<file path="src/hdl/owrs_pkg.sv">
// Types and constants shared by the 1-Wire ROM search engine.
// Standalone package; used by onewire_rom_search_engine.
package owrs_pkg;

    localparam int STACK_DEPTH = 64;
    localparam int POS_W       = 6;
    localparam int FILL_W      = 7;

    typedef enum logic [1:0] {
        FUNC_NEW  = 2'd0,
        FUNC_PASS = 2'd1,
        FUNC_BIT  = 2'd2
    } func_t;

    typedef enum logic [1:0] {
        STATUS_OK          = 2'd0,
        STATUS_NO_PRESENCE = 2'd1,
        STATUS_BOTH_ONE    = 2'd2,
        STATUS_SEQUENCE    = 2'd3
    } status_t;

    typedef enum logic [2:0] {
        ST_IDLE,
        ST_EXEC,
        ST_TOP,
        ST_CI,
        ST_BITEND,
        ST_POP_CHK,
        ST_POP_RD,
        ST_FINISH
    } state_t;

    typedef struct packed {
        func_t func;
        logic  presence;
        logic  bit_a;
        logic  bit_b;
    } req_t;

    typedef struct packed {
        logic        write_valid;
        logic        write_bit;
        logic        address_valid;
        logic [63:0] rom_address;
        logic        search_done;
        logic [7:0]  device_count;
        status_t     status;
    } rsp_t;

    typedef struct packed {
        logic [POS_W-1:0] pos;
        logic             choice;
    } stack_entry_t;

endpackage

</file>
<file path="src/hdl/onewire_rom_search_engine.sv">
// 1-Wire ROM search engine: sequencer, branch stack memory and address shifter; uses owrs_pkg.
// Steps: a new-search or pass item runs EXEC then FINISH; a bit pair in a pass runs EXEC,
// BITEND and FINISH; a conflict with a non-empty stack adds a top lookup (TOP) and may add
// a replay of an older branch (CI), and the last bit of a pass adds a pop check plus a pop read per popped branch.
// One item at a time: req_stall stays high until the sequencer is idle again; result stalls hold FINISH.
// Reset: async active low; sequencer idle, no search active; the stack memory is not cleared.
module onewire_rom_search_engine #(
    parameter int ROM_BITS = 64
) (
    input  logic           clk,
    input  logic           rst_n,
    input  logic           req_valid,
    output logic           req_stall,
    input  owrs_pkg::req_t req,
    output logic           rsp_valid,
    input  logic           rsp_stall,
    output owrs_pkg::rsp_t rsp
);
    import owrs_pkg::*;

    localparam logic [FILL_W-1:0] ROM_BITS_L = FILL_W'(ROM_BITS);
    localparam logic [FILL_W-1:0] DEPTH_L    = FILL_W'(STACK_DEPTH);
    localparam logic [FILL_W-1:0] CI_MAX     = {FILL_W{1'b1}};

    // sequencer
    state_t state_reg, state_next;
    req_t   item_reg;

    // search state
    logic [FILL_W-1:0] fill_reg, fill_next;
    logic [FILL_W-1:0] ci_reg, ci_next;
    logic [FILL_W-1:0] bitpos_reg, bitpos_next;
    logic [63:0]       shift_reg, shift_next;
    logic [7:0]        dev_reg, dev_next;
    logic              in_pass_reg, in_pass_next;
    logic              active_reg, active_next;

    // per-item result bits
    logic    dir_reg, dir_next;
    logic    wv_reg, wv_next;
    logic    av_reg, av_next;
    status_t status_reg, status_next;

    // output register
    logic rsp_valid_reg, rsp_valid_next;
    rsp_t rsp_reg, rsp_next;

    // branch stack: one write port, one registered read port
    stack_entry_t       stack_mem [STACK_DEPTH];
    stack_entry_t       rd_data;
    logic [POS_W-1:0]   rd_addr;
    logic               mem_we;
    logic [POS_W-1:0]   mem_waddr;
    stack_entry_t       mem_wdata;

    logic [POS_W-1:0]  pos;
    logic [FILL_W-1:0] ci_inc;
    logic [FILL_W-1:0] bitpos_inc;
    logic              conflict;
    logic              out_free;

    assign pos        = bitpos_reg[POS_W-1:0];
    assign ci_inc     = (ci_reg < CI_MAX) ? ci_reg + FILL_W'(1) : ci_reg;
    assign bitpos_inc = bitpos_reg + FILL_W'(1);
    assign conflict   = (item_reg.bit_a == item_reg.bit_b);
    assign out_free   = !rsp_valid_reg || !rsp_stall;

    always_ff @(posedge clk)
    begin
        if (mem_we)
        begin
            stack_mem[mem_waddr] <= mem_wdata;
        end
        rd_data <= stack_mem[rd_addr];
    end

    // read address: stack top, except in the top lookup, which reads the replay entry at ci_reg
    always_comb
    begin
        if (state_reg == ST_TOP)
        begin
            rd_addr = ci_reg[POS_W-1:0];
        end
        else
        begin
            rd_addr = fill_reg[POS_W-1:0] - POS_W'(1);
        end
    end

    // next state
    always_comb
    begin
        state_next = state_reg;
        unique case (state_reg)
            ST_IDLE:
            begin
                if (req_valid)
                begin
                    state_next = ST_EXEC;
                end
            end
            ST_EXEC:
            begin
                state_next = ST_FINISH;
                if (item_reg.func == FUNC_BIT && in_pass_reg
                    && !(item_reg.bit_a && item_reg.bit_b))
                begin
                    if (conflict && fill_reg != '0)
                    begin
                        state_next = ST_TOP;
                    end
                    else
                    begin
                        state_next = ST_BITEND;
                    end
                end
            end
            ST_TOP:
            begin
                if (pos < rd_data.pos && ci_reg < fill_reg)
                begin
                    state_next = ST_CI;
                end
                else
                begin
                    state_next = ST_BITEND;
                end
            end
            ST_CI:
            begin
                state_next = ST_BITEND;
            end
            ST_BITEND:
            begin
                state_next = (bitpos_inc >= ROM_BITS_L) ? ST_POP_CHK : ST_FINISH;
            end
            ST_POP_CHK:
            begin
                state_next = (fill_reg != '0 && rd_data.choice) ? ST_POP_RD : ST_FINISH;
            end
            ST_POP_RD:
            begin
                state_next = ST_POP_CHK;
            end
            ST_FINISH:
            begin
                if (out_free)
                begin
                    state_next = ST_IDLE;
                end
            end
            default:
            begin
                state_next = ST_IDLE;
            end
        endcase
    end

    // datapath and outputs of the sequencer
    always_comb
    begin
        fill_next      = fill_reg;
        ci_next        = ci_reg;
        bitpos_next    = bitpos_reg;
        shift_next     = shift_reg;
        dev_next       = dev_reg;
        in_pass_next   = in_pass_reg;
        active_next    = active_reg;
        dir_next       = dir_reg;
        wv_next        = wv_reg;
        av_next        = av_reg;
        status_next    = status_reg;
        rsp_valid_next = rsp_valid_reg;
        rsp_next       = rsp_reg;
        mem_we         = 1'b0;
        mem_waddr      = fill_reg[POS_W-1:0];
        mem_wdata      = '{pos: pos, choice: 1'b0};

        if (rsp_valid_reg && !rsp_stall)
        begin
            rsp_valid_next = 1'b0;
        end

        unique case (state_reg)
            ST_IDLE:
            begin
                wv_next     = 1'b0;
                av_next     = 1'b0;
                dir_next    = 1'b0;
                status_next = STATUS_OK;
            end
            ST_EXEC:
            begin
                case (item_reg.func)
                    FUNC_NEW:
                    begin
                        fill_next    = '0;
                        ci_next      = '0;
                        bitpos_next  = '0;
                        shift_next   = '0;
                        dev_next     = '0;
                        in_pass_next = 1'b0;
                        active_next  = 1'b1;
                    end
                    FUNC_PASS:
                    begin
                        if (!active_reg || in_pass_reg)
                        begin
                            status_next = STATUS_SEQUENCE;
                        end
                        else if (!item_reg.presence)
                        begin
                            active_next = 1'b0;
                            status_next = STATUS_NO_PRESENCE;
                        end
                        else
                        begin
                            in_pass_next = 1'b1;
                            bitpos_next  = '0;
                            ci_next      = '0;
                            shift_next   = '0;
                        end
                    end
                    FUNC_BIT:
                    begin
                        if (!in_pass_reg)
                        begin
                            status_next = STATUS_SEQUENCE;
                        end
                        else if (item_reg.bit_a && item_reg.bit_b)
                        begin
                            in_pass_next = 1'b0;
                            active_next  = 1'b0;
                            status_next  = STATUS_BOTH_ONE;
                        end
                        else
                        begin
                            wv_next = 1'b1;
                            if (!conflict)
                            begin
                                dir_next = item_reg.bit_a;
                            end
                            else if (fill_reg == '0)
                            begin
                                // first branch of an empty stack
                                mem_we    = 1'b1;
                                fill_next = fill_reg + FILL_W'(1);
                                ci_next   = ci_inc;
                                dir_next  = 1'b0;
                            end
                        end
                    end
                    default:
                    begin
                        status_next = STATUS_SEQUENCE;
                    end
                endcase
            end
            ST_TOP:
            begin
                ci_next = ci_inc;
                if (pos > rd_data.pos)
                begin
                    // new branch, take 0; full stack drops the push
                    dir_next = 1'b0;
                    if (fill_reg < DEPTH_L)
                    begin
                        mem_we    = 1'b1;
                        fill_next = fill_reg + FILL_W'(1);
                    end
                end
                else if (pos == rd_data.pos)
                begin
                    // flip the top branch to its 1 side
                    dir_next  = 1'b1;
                    mem_we    = 1'b1;
                    mem_waddr = fill_reg[POS_W-1:0] - POS_W'(1);
                    mem_wdata = '{pos: rd_data.pos, choice: 1'b1};
                end
                else
                begin
                    dir_next = 1'b0;
                end
            end
            ST_CI:
            begin
                dir_next = rd_data.choice;
            end
            ST_BITEND:
            begin
                if (dir_reg)
                begin
                    shift_next[pos] = 1'b1;
                end
                bitpos_next = bitpos_inc;
            end
            ST_POP_CHK:
            begin
                if (fill_reg != '0 && rd_data.choice)
                begin
                    fill_next = fill_reg - FILL_W'(1);
                end
                else
                begin
                    av_next      = 1'b1;
                    in_pass_next = 1'b0;
                    if (dev_reg != 8'hFF)
                    begin
                        dev_next = dev_reg + 8'd1;
                    end
                    if (fill_reg == '0)
                    begin
                        active_next = 1'b0;
                    end
                end
            end
            ST_POP_RD:
            begin
                // read of the new top issued through rd_addr
            end
            ST_FINISH:
            begin
                if (out_free)
                begin
                    rsp_valid_next            = 1'b1;
                    rsp_next.write_valid      = wv_reg;
                    rsp_next.write_bit        = wv_reg & dir_reg;
                    rsp_next.address_valid    = av_reg;
                    rsp_next.rom_address      = av_reg ? shift_reg : 64'd0;
                    rsp_next.search_done      = !active_reg;
                    rsp_next.device_count     = dev_reg;
                    rsp_next.status           = status_reg;
                end
            end
            default:
            begin
            end
        endcase
    end

    always_ff @(posedge clk or negedge rst_n)
    begin
        if (!rst_n)
        begin
            state_reg     <= ST_IDLE;
            fill_reg      <= '0;
            ci_reg        <= '0;
            bitpos_reg    <= '0;
            shift_reg     <= '0;
            dev_reg       <= '0;
            in_pass_reg   <= 1'b0;
            active_reg    <= 1'b0;
            rsp_valid_reg <= 1'b0;
        end
        else
        begin
            state_reg     <= state_next;
            fill_reg      <= fill_next;
            ci_reg        <= ci_next;
            bitpos_reg    <= bitpos_next;
            shift_reg     <= shift_next;
            dev_reg       <= dev_next;
            in_pass_reg   <= in_pass_next;
            active_reg    <= active_next;
            rsp_valid_reg <= rsp_valid_next;
        end
    end

    // payload registers, no reset needed
    always_ff @(posedge clk)
    begin
        if (state_reg == ST_IDLE && req_valid)
        begin
            item_reg <= req;
        end
        dir_reg    <= dir_next;
        wv_reg     <= wv_next;
        av_reg     <= av_next;
        status_reg <= status_next;
        rsp_reg    <= rsp_next;
    end

    assign req_stall = (state_reg != ST_IDLE);
    assign rsp_valid = rsp_valid_reg;
    assign rsp       = rsp_reg;

endmodule
</file>
<file path="config.mk">
export PLATFORM = sky130hd
export DESIGN_NAME = onewire_rom_search_engine
export DESIGN_NICKNAME = d
export VERILOG_FILES = /design/src/hdl/owrs_pkg.sv /design/src/hdl/onewire_rom_search_engine.sv
export SDC_FILE = /design/constraint.sdc
export NUM_CORES = 1
export LEC_CHECK = 0
export BUFFER_PORTS_ARGS = -buffer_cell sky130_fd_sc_hd__buf_2
export CAP_MARGIN = 40
export CORE_AREA = 5 5 259 186
export CTS_CLUSTER_SIZE = 14
export DETAILED_ROUTE_END_ITERATION = 16
export DIE_AREA = 0 0 264 191
export PLACE_DENSITY = 0.88
export SLEW_MARGIN = 20
export SYNTH_ARGS = -nofsm -noshare
export SYNTH_HDL_FRONTEND = slang
export SYNTH_SLANG_ARGS = --single-unit
</file>
<file path="constraint.sdc">
create_clock -name clk -period 6.1 [get_ports clk]
set_input_delay 0.915 -clock clk [delete_from_list [all_inputs] [get_ports clk]]
set_output_delay 0.915 -clock clk [all_outputs]
set_load 0.02 [all_outputs]
</file>
==> metrics.txt, run 1 <==
# TYPE chip_impl_metric gauge
chip_impl_info{name="run_status",value="finished clean"} 1
chip_impl_metric{name="synth_cell_types",unit=""} 81
chip_impl_metric{name="final_hold_viol_count",unit=""} 0
chip_impl_metric{name="area_growth_syn_to_layout",unit="%"} 10.6
chip_impl_metric{name="post_dp_cell_area",unit="sq um"} 28700
chip_impl_metric{name="clkLatencyLatePin",unit="ns"} 0.63
chip_impl_metric{name="starting_drt_drc_count",unit=""} 2570
chip_impl_metric{name="post_cts.resized_instances",unit=""} 0
chip_impl_metric{name="tightest_slew",unit="ns"} 0.932
chip_impl_metric{name="place.gp.congestion",unit=""} 0.934
chip_impl_metric{name="fp.dieArea",unit="sq um"} 50400
chip_impl_metric{name="max_cap_violations",unit=""} 0
chip_impl_metric{name="syn_avg_cell_area",unit="sq um"} 14.3
chip_impl_metric{name="multiplexer_fraction_of_the_synthesized_cell_area",unit="%"} 11.2
chip_impl_metric{name="synth_seq_area_share",unit="%"} 67.4
chip_impl_info{name="root_cell_of_the_clock_tree",value="sky130_fd_sc_hd__clkbuf_16"} 1
chip_impl_info{name="crit_slowest_cell",value="sky130_fd_sc_hd__dfrtp_1"} 1
chip_impl_metric{name="io_buffers",unit=""} 88
chip_impl_metric{name="total_power",unit="mW"} 15.0
chip_impl_metric{name="first_pass_iters",unit=""} 6
chip_impl_metric{name="cts_hold_buf",unit=""} 0
chip_impl_info{name="tritoncts_clock_tree",value="yes"} 1
chip_impl_metric{name="depth_of_the_cts_h_tree",unit=""} 2
chip_impl_metric{name="synthSimpleGateAreaFrac",unit="%"} 8.07
chip_impl_metric{name="cts_buffer_depth",unit=""} 3
chip_impl_metric{name="timing.final.max_slew_violations",unit=""} 0
chip_impl_metric{name="avgViaCountPerCell",unit=""} 6.49
chip_impl_info{name="main_combinational_cell_family_by_area_after_synthesis",value="multiplexers"} 1
chip_impl_metric{name="reg_clk_slew_reported_paths",unit="ns"} 0.06
chip_impl_metric{name="die_height",unit="um"} 191
chip_impl_metric{name="tritoncts.num_buffers",unit=""} 57
chip_impl_metric{name="irDropWorstVdd",unit="mV"} 0.533
chip_impl_metric{name="rows",unit=""} 66
chip_impl_metric{name="die_w",unit="um"} 264
chip_impl_metric{name="antenna_found_initial",unit=""} 1
chip_impl_metric{name="groute.usage.overall",unit="%"} 25.5
chip_impl_metric{name="pin_count_of_the_biggest_net_entering_global_routing",unit=""} 148
chip_impl_metric{name="final_nets",unit=""} 2031
chip_impl_metric{name="grt_overflow",unit=""} 0
chip_impl_metric{name="drc_errors",unit=""} 0
chip_impl_metric{name="period_minus_slack",unit="ns"} 4.56
chip_impl_metric{name="yosys.area_share.xor_xnor",unit="%"} 0.505
chip_impl_metric{name="yosys_warnings",unit=""} 0
chip_impl_metric{name="final_cell_area",unit="sq um"} 30700
chip_impl_metric{name="finalCritPeriodShare",unit="%"} 74.8
chip_impl_metric{name="ant_nets",unit=""} 0
chip_impl_metric{name="synthesized_area_fraction_occupied_by_ao_oa_aoi_and_oai_cells",unit="%"} 8.94
chip_impl_metric{name="timing.final.setup_violations",unit=""} 0
chip_impl_metric{name="timing.critical_path.slowest_cell_delay",unit="ns"} 0.71
chip_impl_info{name="grt_setup_unrepaired",value="false"} 1
chip_impl_metric{name="detail_route.wirelength",unit="mm"} 66.0
chip_impl_info{name="class_of_the_most_critical_hold_timing_path",value="input port to asynchronous set/reset pin"} 1
chip_impl_metric{name="num_antenna_cells",unit=""} 0
chip_impl_metric{name="final.setup.worst_slack",unit="ns"} 1.54
chip_impl_metric{name="synthAdderAreaFrac",unit="%"} 0.992
chip_impl_metric{name="final_layout_size_suffix_gt1_share",unit="%"} 14.4
chip_impl_metric{name="largest_reg_flops",unit=""} 448
chip_impl_metric{name="maxClockFrequency",unit="MHz"} 219
chip_impl_metric{name="leakage",unit="nW"} 11.3
chip_impl_metric{name="fin_skew",unit="ns"} 0.0347
chip_impl_info{name="cp-start-kind",value="register"} 1
chip_impl_metric{name="cp_max_fo",unit=""} 147
chip_impl_info{name="crit_type",value="register to register"} 1
chip_impl_metric{name="wl_per_cell",unit="um"} 24.8
chip_impl_metric{name="floorplan.initialDensity",unit="%"} 60.9
chip_impl_info{name="cp-end-kind",value="register"} 1
chip_impl_metric{name="place.detailed.hpwl",unit="mm"} 39.9
chip_impl_metric{name="synth-edff-count",unit=""} 536
chip_impl_metric{name="syn_inst",unit=""} 1941
chip_impl_metric{name="grt_first_pass_wirelength",unit="mm"} 100
chip_impl_metric{name="max_slew_margin",unit="%"} 37.5
chip_impl_info{name="critical_path.top_delay_family",value="buffers and inverters"} 1
chip_impl_metric{name="mappedNetlistArea",unit="sq um"} 27800
chip_impl_info{name="yosys_most_used_dff",value="sky130_fd_sc_hd__edfxtp_1"} 1
chip_impl_metric{name="grt_pass1_vias",unit=""} 16803
chip_impl_metric{name="post_cts_repair_timing_setup_buffer_count",unit=""} 0
chip_impl_metric{name="synthesis.nets",unit=""} 1972
chip_impl_metric{name="dr_total_vias",unit=""} 17235
chip_impl_metric{name="fin_tns_setup",unit="ns"} 0
chip_impl_metric{name="worst_ep_arrival_time",unit="ns"} 5.00
chip_impl_metric{name="worstPathRequired",unit="ns"} 6.54
chip_impl_metric{name="critical_path.n_buffers_inverters",unit=""} 2
chip_impl_metric{name="top_level_ports",unit=""} 89
chip_impl_info{name="timing.critical_path.cells",value="or3b_2 -> buf_4 -> mux2i_4 -> buf_12 -> mux2_2 -> o22ai_1 -> o31ai_1 -> o211ai_1"} 1
chip_impl_metric{name="power_density",unit="nW/um^2"} 489
chip_impl_metric{name="design.core.area",unit="sq um"} 45600
chip_impl_metric{name="clock-sinks",unit=""} 642
chip_impl_metric{name="synth_seq_cells",unit=""} 642
chip_impl_metric{name="async_set_or_reset_register_ratio_after_synthesis",unit="%"} 15.4
chip_impl_metric{name="place_ws",unit="ns"} 1.83
[per-stage QoR]
stage / hold WS [ns] / utilization [%] / std cells
2_1_floorplan: 0.400 / - / 1941
3_3_place_gp: 0.404 / 62.8 / 2540
3_5_place_dp: 0.407 / 63.0 / 2546
4_1_cts: 0.272 / 67.1 / 2649
5_1_grt: 0.299 / 67.3 / 2656
6_report: 0.272 / 67.3 / 2656
[cell type report]
| type | count | area (sq um) |
|---|---|---|
| multi-input combinational | 1132 | 8350 |
| tap | 612 | 766 |
| clock buffer | 79 | 1550 |
| sequential | 642 | 18700 |
| fill | 2910 | 14900 |
| timing repair buffer | 123 | 807 |
| clock inverter | 24 | 337 |
| inverter | 44 | 165 |
[cells in the mapped netlist (5+ instances only)]
cell type,number,area share [%]
sky130_fd_sc_hd__nand3_1,19,0.34
sky130_fd_sc_hd__mux2_2,44,1.8
sky130_fd_sc_hd__xor2_1,7,0.22
sky130_fd_sc_hd__o221a_2,13,0.53
sky130_fd_sc_hd__a211oi_1,62,1.7
sky130_fd_sc_hd__nand2b_1,6,0.14
sky130_fd_sc_hd__a22oi_1,11,0.30
sky130_fd_sc_hd__and3b_1,5,0.16
sky130_fd_sc_hd__a21o_1,7,0.19
sky130_fd_sc_hd__a21oi_1,83,1.5
sky130_fd_sc_hd__buf_6,11,0.45
sky130_fd_sc_hd__a211o_1,5,0.16
sky130_fd_sc_hd__xnor2_1,9,0.28
sky130_fd_sc_hd__o211a_1,28,1.0
sky130_fd_sc_hd__nand2_1,65,0.88
sky130_fd_sc_hd__o22ai_1,14,0.32
sky130_fd_sc_hd__buf_2,27,0.49
sky130_fd_sc_hd__o32a_1,15,0.54
sky130_fd_sc_hd__clkbuf_1,62,0.84
sky130_fd_sc_hd__mux2i_1,257,9.3
sky130_fd_sc_hd__dfrtp_1,99,8.9
sky130_fd_sc_hd__edfxtp_1,536,58
sky130_fd_sc_hd__o22a_1,6,0.19
sky130_fd_sc_hd__buf_4,14,0.38
sky130_fd_sc_hd__o21ai_0,37,0.67
sky130_fd_sc_hd__and3_1,5,0.11
sky130_fd_sc_hd__nor3b_1,13,0.35
sky130_fd_sc_hd__ha_1,22,0.99
sky130_fd_sc_hd__and2_1,99,2.2
sky130_fd_sc_hd__o211ai_1,22,0.59
sky130_fd_sc_hd__nor3_1,14,0.25
sky130_fd_sc_hd__inv_1,42,0.57
sky130_fd_sc_hd__dfxtp_1,7,0.50
sky130_fd_sc_hd__o31ai_1,14,0.38
sky130_fd_sc_hd__buf_1,8,0.11
sky130_fd_sc_hd__nor2_1,177,2.4
[worst paths after layout]
kind                               start            end  slack, ns  cells after the start
setup / recovery            state_reg[2]     rd_data[6]       1.54                      8
hold reg to reg            status_reg[0]         rsp[0]       0.43                      0
min in group clk           status_reg[0]         rsp[0]       0.43                      0
hold / removal                     rst_n  shift_reg[52]       0.27                      1
max in group asynchronous          rst_n    fill_reg[0]       4.94                      3
setup reg to reg            state_reg[2]     rd_data[6]       1.54                      8
[metal layers]
metal / GRT usage [%] / share of wire [%] / vias to the layer above
met3: 9.10 / 13 / 178
met2: 38.6 / 45 / 1120
li1: - / - / 7446
met4: 7.12 / 3.1 / 2
met5: 0 / 0.020 / -
met1: 35.6 / 39 / 8489
[kinds of logic after synthesis]
| logic type | after synthesis |
|---|---|
| adder cells (fa/ha/maj) | 22 |
| AO/OA/AOI/OAI | 346 |
| buffers and inverters | 167 |
| flip-flops | 642 |
| AND/OR/NAND/NOR | 445 |
| multiplexers | 303 |
| XOR/XNOR | 16 |
[worst reg2reg max path, stage by stage (launching register included)]
cell and delay (ns):
sky130_fd_sc_hd__dfrtp_1 0.71, sky130_fd_sc_hd__or3b_2 0.69, sky130_fd_sc_hd__buf_4 0.50, sky130_fd_sc_hd__mux2i_4 0.54, sky130_fd_sc_hd__buf_12 0.59, sky130_fd_sc_hd__mux2_2 0.46, sky130_fd_sc_hd__o22ai_1 0.08, sky130_fd_sc_hd__o31ai_1 0.66
sky130_fd_sc_hd__o211ai_1 0.18
[placed cells by master (no fill, tap or decap), types with 5 or more instances in the layout]
master	n
sky130_fd_sc_hd__inv_1	42
sky130_fd_sc_hd__dfrtp_1	98
sky130_fd_sc_hd__buf_4	24
sky130_fd_sc_hd__o211ai_1	22
sky130_fd_sc_hd__nand2b_1	6
sky130_fd_sc_hd__xor2_1	7
sky130_fd_sc_hd__o211a_1	28
sky130_fd_sc_hd__and3_1	5
sky130_fd_sc_hd__o221a_2	13
sky130_fd_sc_hd__nand2_2	5
sky130_fd_sc_hd__a211oi_1	62
sky130_fd_sc_hd__dfxtp_1	7
sky130_fd_sc_hd__o32a_1	15
sky130_fd_sc_hd__o21ai_4	6
sky130_fd_sc_hd__a21o_1	7
sky130_fd_sc_hd__nor3_1	14
sky130_fd_sc_hd__bufinv_16	7
sky130_fd_sc_hd__o22ai_1	14
sky130_fd_sc_hd__nor2_1	176
sky130_fd_sc_hd__clkbuf_16	57
sky130_fd_sc_hd__a21oi_1	82
sky130_fd_sc_hd__mux2_2	44
sky130_fd_sc_hd__o31ai_1	14
sky130_fd_sc_hd__a22oi_1	11
sky130_fd_sc_hd__and2_1	99
sky130_fd_sc_hd__clkinv_2	8
sky130_fd_sc_hd__nor3b_1	13
sky130_fd_sc_hd__ha_1	22
sky130_fd_sc_hd__and3b_1	5
sky130_fd_sc_hd__edfxtp_1	536
sky130_fd_sc_hd__mux2i_1	257
sky130_fd_sc_hd__clkbuf_1	17
sky130_fd_sc_hd__xnor2_1	9
sky130_fd_sc_hd__a211o_1	5
sky130_fd_sc_hd__nand2_1	64
sky130_fd_sc_hd__nand3_1	19
sky130_fd_sc_hd__o21ai_0	29
sky130_fd_sc_hd__o22a_1	6
sky130_fd_sc_hd__clkinv_1	6
sky130_fd_sc_hd__buf_2	89
[where the power goes]
part,total [mW],internal [mW],switching [mW]
Sequential,5.50,5.26,0.244
Combinational,5.85,2.13,3.72
Clock,3.67,2.08,1.59
Note: power is estimated with default switching activity, not from simulation.
==> run 2, diff against run 1 <==
--- a/config.mk
+++ b/config.mk
@@ -7,11 +7,11 @@
 export LEC_CHECK = 0
 export BUFFER_PORTS_ARGS = -buffer_cell sky130_fd_sc_hd__buf_2
 export CAP_MARGIN = 40
-export CORE_AREA = 5 5 259 186
+export CORE_AREA = 5 5 273 195
 export CTS_CLUSTER_SIZE = 14
 export DETAILED_ROUTE_END_ITERATION = 16
-export DIE_AREA = 0 0 264 191
-export PLACE_DENSITY = 0.88
+export DIE_AREA = 0 0 278 200
+export PLACE_DENSITY = 0.84
 export SLEW_MARGIN = 20
 export SYNTH_ARGS = -nofsm -noshare
 export SYNTH_HDL_FRONTEND = slang
==> constraint.sdc (replaced) <==
create_clock -name clk -period 3.8 [get_ports clk]
set_input_delay 0.57 -clock clk [delete_from_list [all_inputs] [get_ports clk]]
set_output_delay 0.57 -clock clk [all_outputs]
set_load 0.02 [all_outputs]
==> run 2 against run 1 <==
  * The flow now finishes with violations (negative setup slack)
  * Hold slack worse by 0.11 ns
  * Sequential share of layout area down 0.94 points
  * Register-to-register slack worse by 1.6 ns
  * Clock skew up 0.0037 ns
  * Critical path type unchanged
  * Setup slack worse by 1.6 ns
  * Flip-flop and latch count unchanged
  * First-iteration DRC count down 4.0%
  * Via count up 0.39%
  * Cell area up 1.6%
  * Non-clock buffer count up 42
  * Utilization down 5.3 points
  * Clock-buffer cell count up 4
==> metrics.txt, run 2 (same netlist as run 1, synthesis figures left out) <==
# TYPE chip_impl_metric gauge
chip_impl_metric{name="tightest_slew",unit="ns"} 0.867
chip_impl_info{name="cp-start-kind",value="register"} 1
chip_impl_metric{name="holdWs",unit="ns"} 0.161
chip_impl_metric{name="grt_first_pass_wirelength",unit="mm"} 101
chip_impl_metric{name="place.detailed.hpwl",unit="mm"} 42.3
chip_impl_metric{name="postLayoutCoreUtil",unit="%"} 62.0
chip_impl_metric{name="num_antenna_cells",unit=""} 0
chip_impl_info{name="layout.cells.most_common",value="sky130_fd_sc_hd__edfxtp_1"} 1
chip_impl_metric{name="max_slew_margin",unit="%"} 42.0
chip_impl_metric{name="fp.dieArea",unit="sq um"} 55600
chip_impl_metric{name="first_pass_iters",unit=""} 8
chip_impl_info{name="most_frequent_cells_in_the_layout",value="536 x sky130_fd_sc_hd__edfxtp_1, 257 x sky130_fd_sc_hd__mux2i_1, 143 x sky130_fd_sc_hd__nor2_1"} 1
chip_impl_metric{name="grt_pass1_vias",unit=""} 16804
chip_impl_info{name="run_status",value="complete, but fails checks"} 1
chip_impl_metric{name="reg_clk_slew_reported_paths",unit="ns"} 0.07
chip_impl_info{name="grt_setup_unrepaired",value="true"} 1
chip_impl_metric{name="period_minus_slack",unit="ns"} 3.84
chip_impl_metric{name="final_cell_area",unit="sq um"} 31200
chip_impl_metric{name="register_to_register_path_setup_slack",unit="ns"} -0.04
chip_impl_metric{name="dr_total_vias",unit=""} 17303
chip_impl_info{name="cp-end-kind",value="register"} 1
chip_impl_metric{name="grt_overflow",unit=""} 0
chip_impl_info{name="class_of_the_most_critical_hold_timing_path",value="input port to register"} 1
chip_impl_info{name="violations_in_the_final_reports",value="negative setup slack"} 1
chip_impl_metric{name="ant_nets",unit=""} 0
chip_impl_metric{name="leakage",unit="nW"} 11.5
chip_impl_metric{name="antenna_found_initial",unit=""} 0
chip_impl_metric{name="timing.final.setup_violations",unit=""} 7
chip_impl_metric{name="pin_count_of_the_biggest_net_entering_global_routing",unit=""} 67
chip_impl_metric{name="finalCritPeriodShare",unit="%"} 101
chip_impl_metric{name="cts_buffer_depth",unit=""} 3
chip_impl_metric{name="clkLatencyLatePin",unit="ns"} 0.62
chip_impl_metric{name="final_hold_viol_count",unit=""} 0
chip_impl_metric{name="tritoncts.num_buffers",unit=""} 56
chip_impl_metric{name="irDropWorstVdd",unit="mV"} 0.638
chip_impl_metric{name="floorplan.initialDensity",unit="%"} 55.2
chip_impl_metric{name="drc_errors",unit=""} 0
chip_impl_metric{name="final_cell_count_no_fill",unit=""} 2757
chip_impl_metric{name="maxClockFrequency",unit="MHz"} 260
chip_impl_metric{name="depth_of_the_cts_h_tree",unit=""} 2
chip_impl_metric{name="area_growth_syn_to_layout",unit="%"} 12.3
chip_impl_metric{name="wl_per_cell",unit="um"} 24.2
chip_impl_metric{name="post_cts_repair_timing_setup_buffer_count",unit=""} 0
chip_impl_metric{name="post_dp_cell_area",unit="sq um"} 29300
chip_impl_metric{name="die_w",unit="um"} 278
chip_impl_metric{name="place_inst",unit=""} 2653
chip_impl_metric{name="die_height",unit="um"} 200
chip_impl_metric{name="groute.usage.overall",unit="%"} 23.4
chip_impl_metric{name="place.gp.congestion",unit=""} 0.950
chip_impl_metric{name="cp_max_fo",unit=""} 10
chip_impl_metric{name="rows",unit=""} 69
chip_impl_metric{name="io_buffers",unit=""} 88
chip_impl_metric{name="design.core.area",unit="sq um"} 50200
chip_impl_metric{name="worstPathRequired",unit="ns"} 4.02
chip_impl_metric{name="final.setup.worst_slack",unit="ns"} -0.0416
chip_impl_metric{name="power_density",unit="nW/um^2"} 778
chip_impl_metric{name="avgViaCountPerCell",unit=""} 6.28
chip_impl_metric{name="detail_route.wirelength",unit="mm"} 66.7
chip_impl_info{name="root_cell_of_the_clock_tree",value="sky130_fd_sc_hd__clkbuf_16"} 1
chip_impl_metric{name="worst_ep_arrival_time",unit="ns"} 4.06
chip_impl_metric{name="top_level_ports",unit=""} 89
chip_impl_metric{name="final_nets",unit=""} 2072
chip_impl_metric{name="starting_drt_drc_count",unit=""} 2468
chip_impl_metric{name="clock-sinks",unit=""} 642
chip_impl_info{name="crit_type",value="register to register"} 1
chip_impl_metric{name="max_cap_violations",unit=""} 0
chip_impl_info{name="tritoncts_clock_tree",value="yes"} 1
chip_impl_metric{name="timing.final.max_slew_violations",unit=""} 0
chip_impl_metric{name="final_layout_size_suffix_gt1_share",unit="%"} 17.3
chip_impl_metric{name="fin_skew",unit="ns"} 0.0384
chip_impl_metric{name="largest_reg_flops",unit=""} 448
## run 2: worst paths after layout
| kind | startpoint | endpoint | cells after the start |
|---|---|---|---|
| worst min register to register | status_reg[1] | rsp[1] | 0 |
| worst min-delay path | req[1] | item_reg[1] | 1 |
| min in group asynchronous | rst_n | rsp_valid | 2 |
| max in group asynchronous | rst_n | shift_reg[27] | 4 |
| worst max-delay path | fill_reg[1] | stack_mem[13][3] | 9 |
| worst max register to register | fill_reg[1] | stack_mem[13][3] | 9 |
## run 2: layer usage
layer  vias up  track usage, %  part of all wire, %
met5         -               0                    0
met4         0            5.16                  2.0
met3       127            5.31                   12
met2      1087            36.3                   45
met1      8570            34.8                   41
li1       7519               -                    -
## run 2: cell type report
cell class              count  area (sq um)
inverters                  44           165
clock buffers              83          1620
well taps                 674           843
repair buffers            165          1280
flip-flops and latches    642         18700
multi-input cells        1132          8430
fillers                  3509         19100
clock inverters            17           116
## run 2: timing repair
action,4_1_cts,5_1_grt
endpoints found under the setup margin,0,256
gates resized for setup,0,34
hold buffers,1,0
hold endpoints to repair,12,0
## run 2: power breakdown
group | total (mW) | internal [mW] | switching (mW)
Combinational | 10.1 | 3.73 | 6.38
Clock | 5.44 | 2.95 | 2.49
Sequential | 8.71 | 8.43 | 0.273
## run 2: critical path, stage by stage, from the launching register on
cell and delay, ns:
sky130_fd_sc_hd__dfrtp_1 0.50, sky130_fd_sc_hd__inv_1 0.15, sky130_fd_sc_hd__ha_1 0.25, sky130_fd_sc_hd__or4b_4 0.52, sky130_fd_sc_hd__or3_1 0.33, sky130_fd_sc_hd__or3_1 0.36
sky130_fd_sc_hd__o311a_2 0.20, sky130_fd_sc_hd__nor2b_4 0.22, sky130_fd_sc_hd__nand2_2 0.32, sky130_fd_sc_hd__nor2_1 0.60
## run 2: stage by stage
stage	setup WS, ns	TNS (ns)	total power, mW
after floorplan	-1.12	-358.00	15.6
after global placement	0.224	0	18.2
after detailed placement	0.103	0	18.5
after CTS	0.0986	0	24.0
after global routing	-0.142	-4.81	25.1
final	-0.0416	-0.280	24.3
==> run 3, diff against run 2 <==
--- a/config.mk
+++ b/config.mk
@@ -7,11 +7,11 @@
 export LEC_CHECK = 0
 export BUFFER_PORTS_ARGS = -buffer_cell sky130_fd_sc_hd__buf_2
 export CAP_MARGIN = 40
-export CORE_AREA = 5 5 273 195
+export CORE_AREA = 5 5 288 206
 export CTS_CLUSTER_SIZE = 14
 export DETAILED_ROUTE_END_ITERATION = 16
-export DIE_AREA = 0 0 278 200
-export PLACE_DENSITY = 0.84
+export DIE_AREA = 0 0 293 211
+export PLACE_DENSITY = 0.77
 export SLEW_MARGIN = 20
 export SYNTH_ARGS = -nofsm -noshare
 export SYNTH_HDL_FRONTEND = slang
==> run 3 against run 2 <==
  * The flow now finishes without violations
  * Fmax is 5.1% higher
  * Flip-flop and latch count unchanged
  * Critical path depth is 1 lower
  * Critical endpoint is now stack_mem[20][6]
  * Via count down 0.98%
  * Clock skew shrank 0.013 ns
==> metrics.txt, run 3 (same netlist as run 1, synthesis figures left out) <==
# TYPE chip_impl_metric gauge
chip_impl_info{name="run_status",value="finished clean"} 1
chip_impl_metric{name="finalCritPeriodShare",unit="%"} 96.2
chip_impl_metric{name="final_cell_area",unit="sq um"} 31600
chip_impl_metric{name="depth_of_the_cts_h_tree",unit=""} 2
chip_impl_metric{name="period_minus_slack",unit="ns"} 3.65
chip_impl_metric{name="groute.usage.overall",unit="%"} 20.8
chip_impl_metric{name="tritoncts.num_buffers",unit=""} 59
chip_impl_metric{name="max_slew_margin",unit="%"} 42.2
chip_impl_metric{name="detail_route.wirelength",unit="mm"} 66.4
chip_impl_metric{name="design.core.area",unit="sq um"} 56200
chip_impl_metric{name="io_buffers",unit=""} 88
chip_impl_metric{name="max_cap_violations",unit=""} 0
chip_impl_metric{name="dr_total_vias",unit=""} 17134
chip_impl_metric{name="starting_drt_drc_count",unit=""} 1932
chip_impl_metric{name="die_height",unit="um"} 211
chip_impl_metric{name="p_seq_share",unit="%"} 35.0
chip_impl_metric{name="final_layout_size_suffix_gt1_share",unit="%"} 17.0
chip_impl_metric{name="leakage",unit="nW"} 11.7
chip_impl_metric{name="cell_internal_pwr",unit="mW"} 15.6
chip_impl_metric{name="postLayoutCoreUtil",unit="%"} 56.2
chip_impl_metric{name="cts_hold_buf",unit=""} 1
chip_impl_metric{name="sequential_cell_area",unit="sq um"} 18700
chip_impl_metric{name="post_cts.resized_instances",unit=""} 0
chip_impl_info{name="grt_setup_unrepaired",value="false"} 1
chip_impl_metric{name="tightest_slew",unit="ns"} 0.867
chip_impl_metric{name="rows",unit=""} 73
chip_impl_metric{name="place.gp.congestion",unit=""} 0.913
chip_impl_metric{name="post_dp_cell_area",unit="sq um"} 29600
chip_impl_metric{name="ant_nets",unit=""} 0
chip_impl_metric{name="grt_pass1_vias",unit=""} 16511
chip_impl_info{name="root_cell_of_the_clock_tree",value="sky130_fd_sc_hd__clkbuf_16"} 1
chip_impl_metric{name="final_nets",unit=""} 2104
chip_impl_metric{name="clkLatencyLatePin",unit="ns"} 0.64
chip_impl_metric{name="antenna_found_initial",unit=""} 0
chip_impl_metric{name="largest_reg_flops",unit=""} 448
chip_impl_metric{name="multiInputGateArea",unit="sq um"} 8340
chip_impl_metric{name="grt_first_pass_wirelength",unit="mm"} 100
chip_impl_metric{name="irDropWorstVdd",unit="mV"} 0.499
chip_impl_metric{name="final.setup.worst_slack",unit="ns"} 0.146
chip_impl_metric{name="p_sw_share",unit="%"} 37.2
chip_impl_metric{name="cts_buffer_depth",unit=""} 3
chip_impl_metric{name="power_frac_comb",unit="%"} 41.2
chip_impl_metric{name="fin_skew",unit="ns"} 0.0257
chip_impl_metric{name="floorplan.initialDensity",unit="%"} 49.4
chip_impl_metric{name="switchingPower",unit="mW"} 9.25
chip_impl_metric{name="final_hold_viol_count",unit=""} 0
chip_impl_metric{name="first_pass_iters",unit=""} 5
chip_impl_metric{name="clock-sinks",unit=""} 642
chip_impl_info{name="cp-start-kind",value="register"} 1
chip_impl_metric{name="timing.final.setup_violations",unit=""} 0
chip_impl_metric{name="avgViaCountPerCell",unit=""} 5.97
chip_impl_metric{name="maxClockFrequency",unit="MHz"} 274
chip_impl_info{name="tritoncts_clock_tree",value="yes"} 1
chip_impl_metric{name="drc_errors",unit=""} 0
chip_impl_metric{name="num_antenna_cells",unit=""} 0
chip_impl_info{name="layout.cells.most_common",value="sky130_fd_sc_hd__edfxtp_1"} 1
chip_impl_metric{name="die_w",unit="um"} 293
chip_impl_info{name="crit_type",value="register to register"} 1
chip_impl_metric{name="worst_ep_arrival_time",unit="ns"} 3.91
chip_impl_metric{name="total_power",unit="mW"} 24.9
chip_impl_metric{name="reg_clk_slew_reported_paths",unit="ns"} 0.06
chip_impl_metric{name="clkPwrFrac",unit="%"} 23.9
chip_impl_info{name="class_of_the_most_critical_hold_timing_path",value="input port to register"} 1
chip_impl_metric{name="post_cts_repair_timing_setup_buffer_count",unit=""} 0
chip_impl_metric{name="fp.dieArea",unit="sq um"} 61800
chip_impl_metric{name="place.detailed.hpwl",unit="mm"} 42.7
chip_impl_metric{name="worstPathRequired",unit="ns"} 4.06
chip_impl_metric{name="place_ws",unit="ns"} 0.214
chip_impl_metric{name="pin_count_of_the_biggest_net_entering_global_routing",unit=""} 76
chip_impl_metric{name="wl_per_cell",unit="um"} 23.1
chip_impl_info{name="most_frequent_cells_in_the_layout",value="536 x sky130_fd_sc_hd__edfxtp_1, 257 x sky130_fd_sc_hd__mux2i_1, 176 x sky130_fd_sc_hd__nor2_1"} 1
chip_impl_metric{name="power_density",unit="nW/um^2"} 788
chip_impl_metric{name="fin_tns_setup",unit="ns"} 0
chip_impl_metric{name="cp_max_fo",unit=""} 10
chip_impl_metric{name="timing.final.max_slew_violations",unit=""} 0
chip_impl_metric{name="grt_overflow",unit=""} 0
chip_impl_metric{name="area_growth_syn_to_layout",unit="%"} 13.7
chip_impl_info{name="cp-end-kind",value="register"} 1
chip_impl_metric{name="fillcell_total",unit=""} 4305
chip_impl_metric{name="top_level_ports",unit=""} 89
## run 3: worst max-delay path, cell delays in order (launching register included)
cell	delay, ns
sky130_fd_sc_hd__dfrtp_1	0.48
sky130_fd_sc_hd__inv_1	0.20
sky130_fd_sc_hd__ha_1	0.35
sky130_fd_sc_hd__nand4_1	0.35
sky130_fd_sc_hd__inv_2	0.32
sky130_fd_sc_hd__nand2_1	0.21
sky130_fd_sc_hd__o22ai_1	0.28
sky130_fd_sc_hd__nand2_1	0.42
sky130_fd_sc_hd__nor2_1	0.67
## run 3: stage by stage
step                hold WS, ns  std cells
detailed placement        0.415       2761
finish                    0.137       2869
global route              0.115       2869
CTS                       0.102       2869
global placement          0.403       2753
floorplan                 0.274       1941
## run 3: cell type report
type                       count  share of cell area, %
multi-input combinational   1132                   26.4
timing repair buffer         194                   4.69
inverter                      44                  0.523
tap                          750                   2.97
clock inverter                30                   1.07
sequential                   642                   59.3
clock buffer                  77                   4.99
## run 3: path summary, 6_finish.rpt
path | start | to | slack, ns | cells past startpoint
max reg2reg | bitpos_reg[0] | stack_mem[20][6] | 0.15 | 8
max in group asynchronous | rst_n | shift_reg[32] | 2.72 | 3
min in group asynchronous | rst_n | shift_reg[23] | 0.43 | 2
min reg2reg | status_reg[0] | rsp[0] | 0.43 | 0
max | bitpos_reg[0] | stack_mem[20][6] | 0.15 | 8
min | req[3] | item_reg[3] | 0.14 | 1
## run 3: routing by layer
metal  vias up  wire length (um)  GRT usage (%)
li1       7611                 -              -
met1      8445             29200           31.3
met2       962             28900           30.7
met3       116              6850           5.42
met4         0              1430           4.88
met5         -                 0              0
## run 3: power groups by stage
stage / clock [mW] / sequential (mW) / combinational, mW
after detailed placement: 0 / 8.83 / 9.95
after global routing: 6.33 / 8.73 / 10.7
after CTS: 6.02 / 8.69 / 10.0
after floorplan: 0 / 9.09 / 6.46
after global placement: 0 / 8.82 / 9.67
final: 5.93 / 8.69 / 10.2
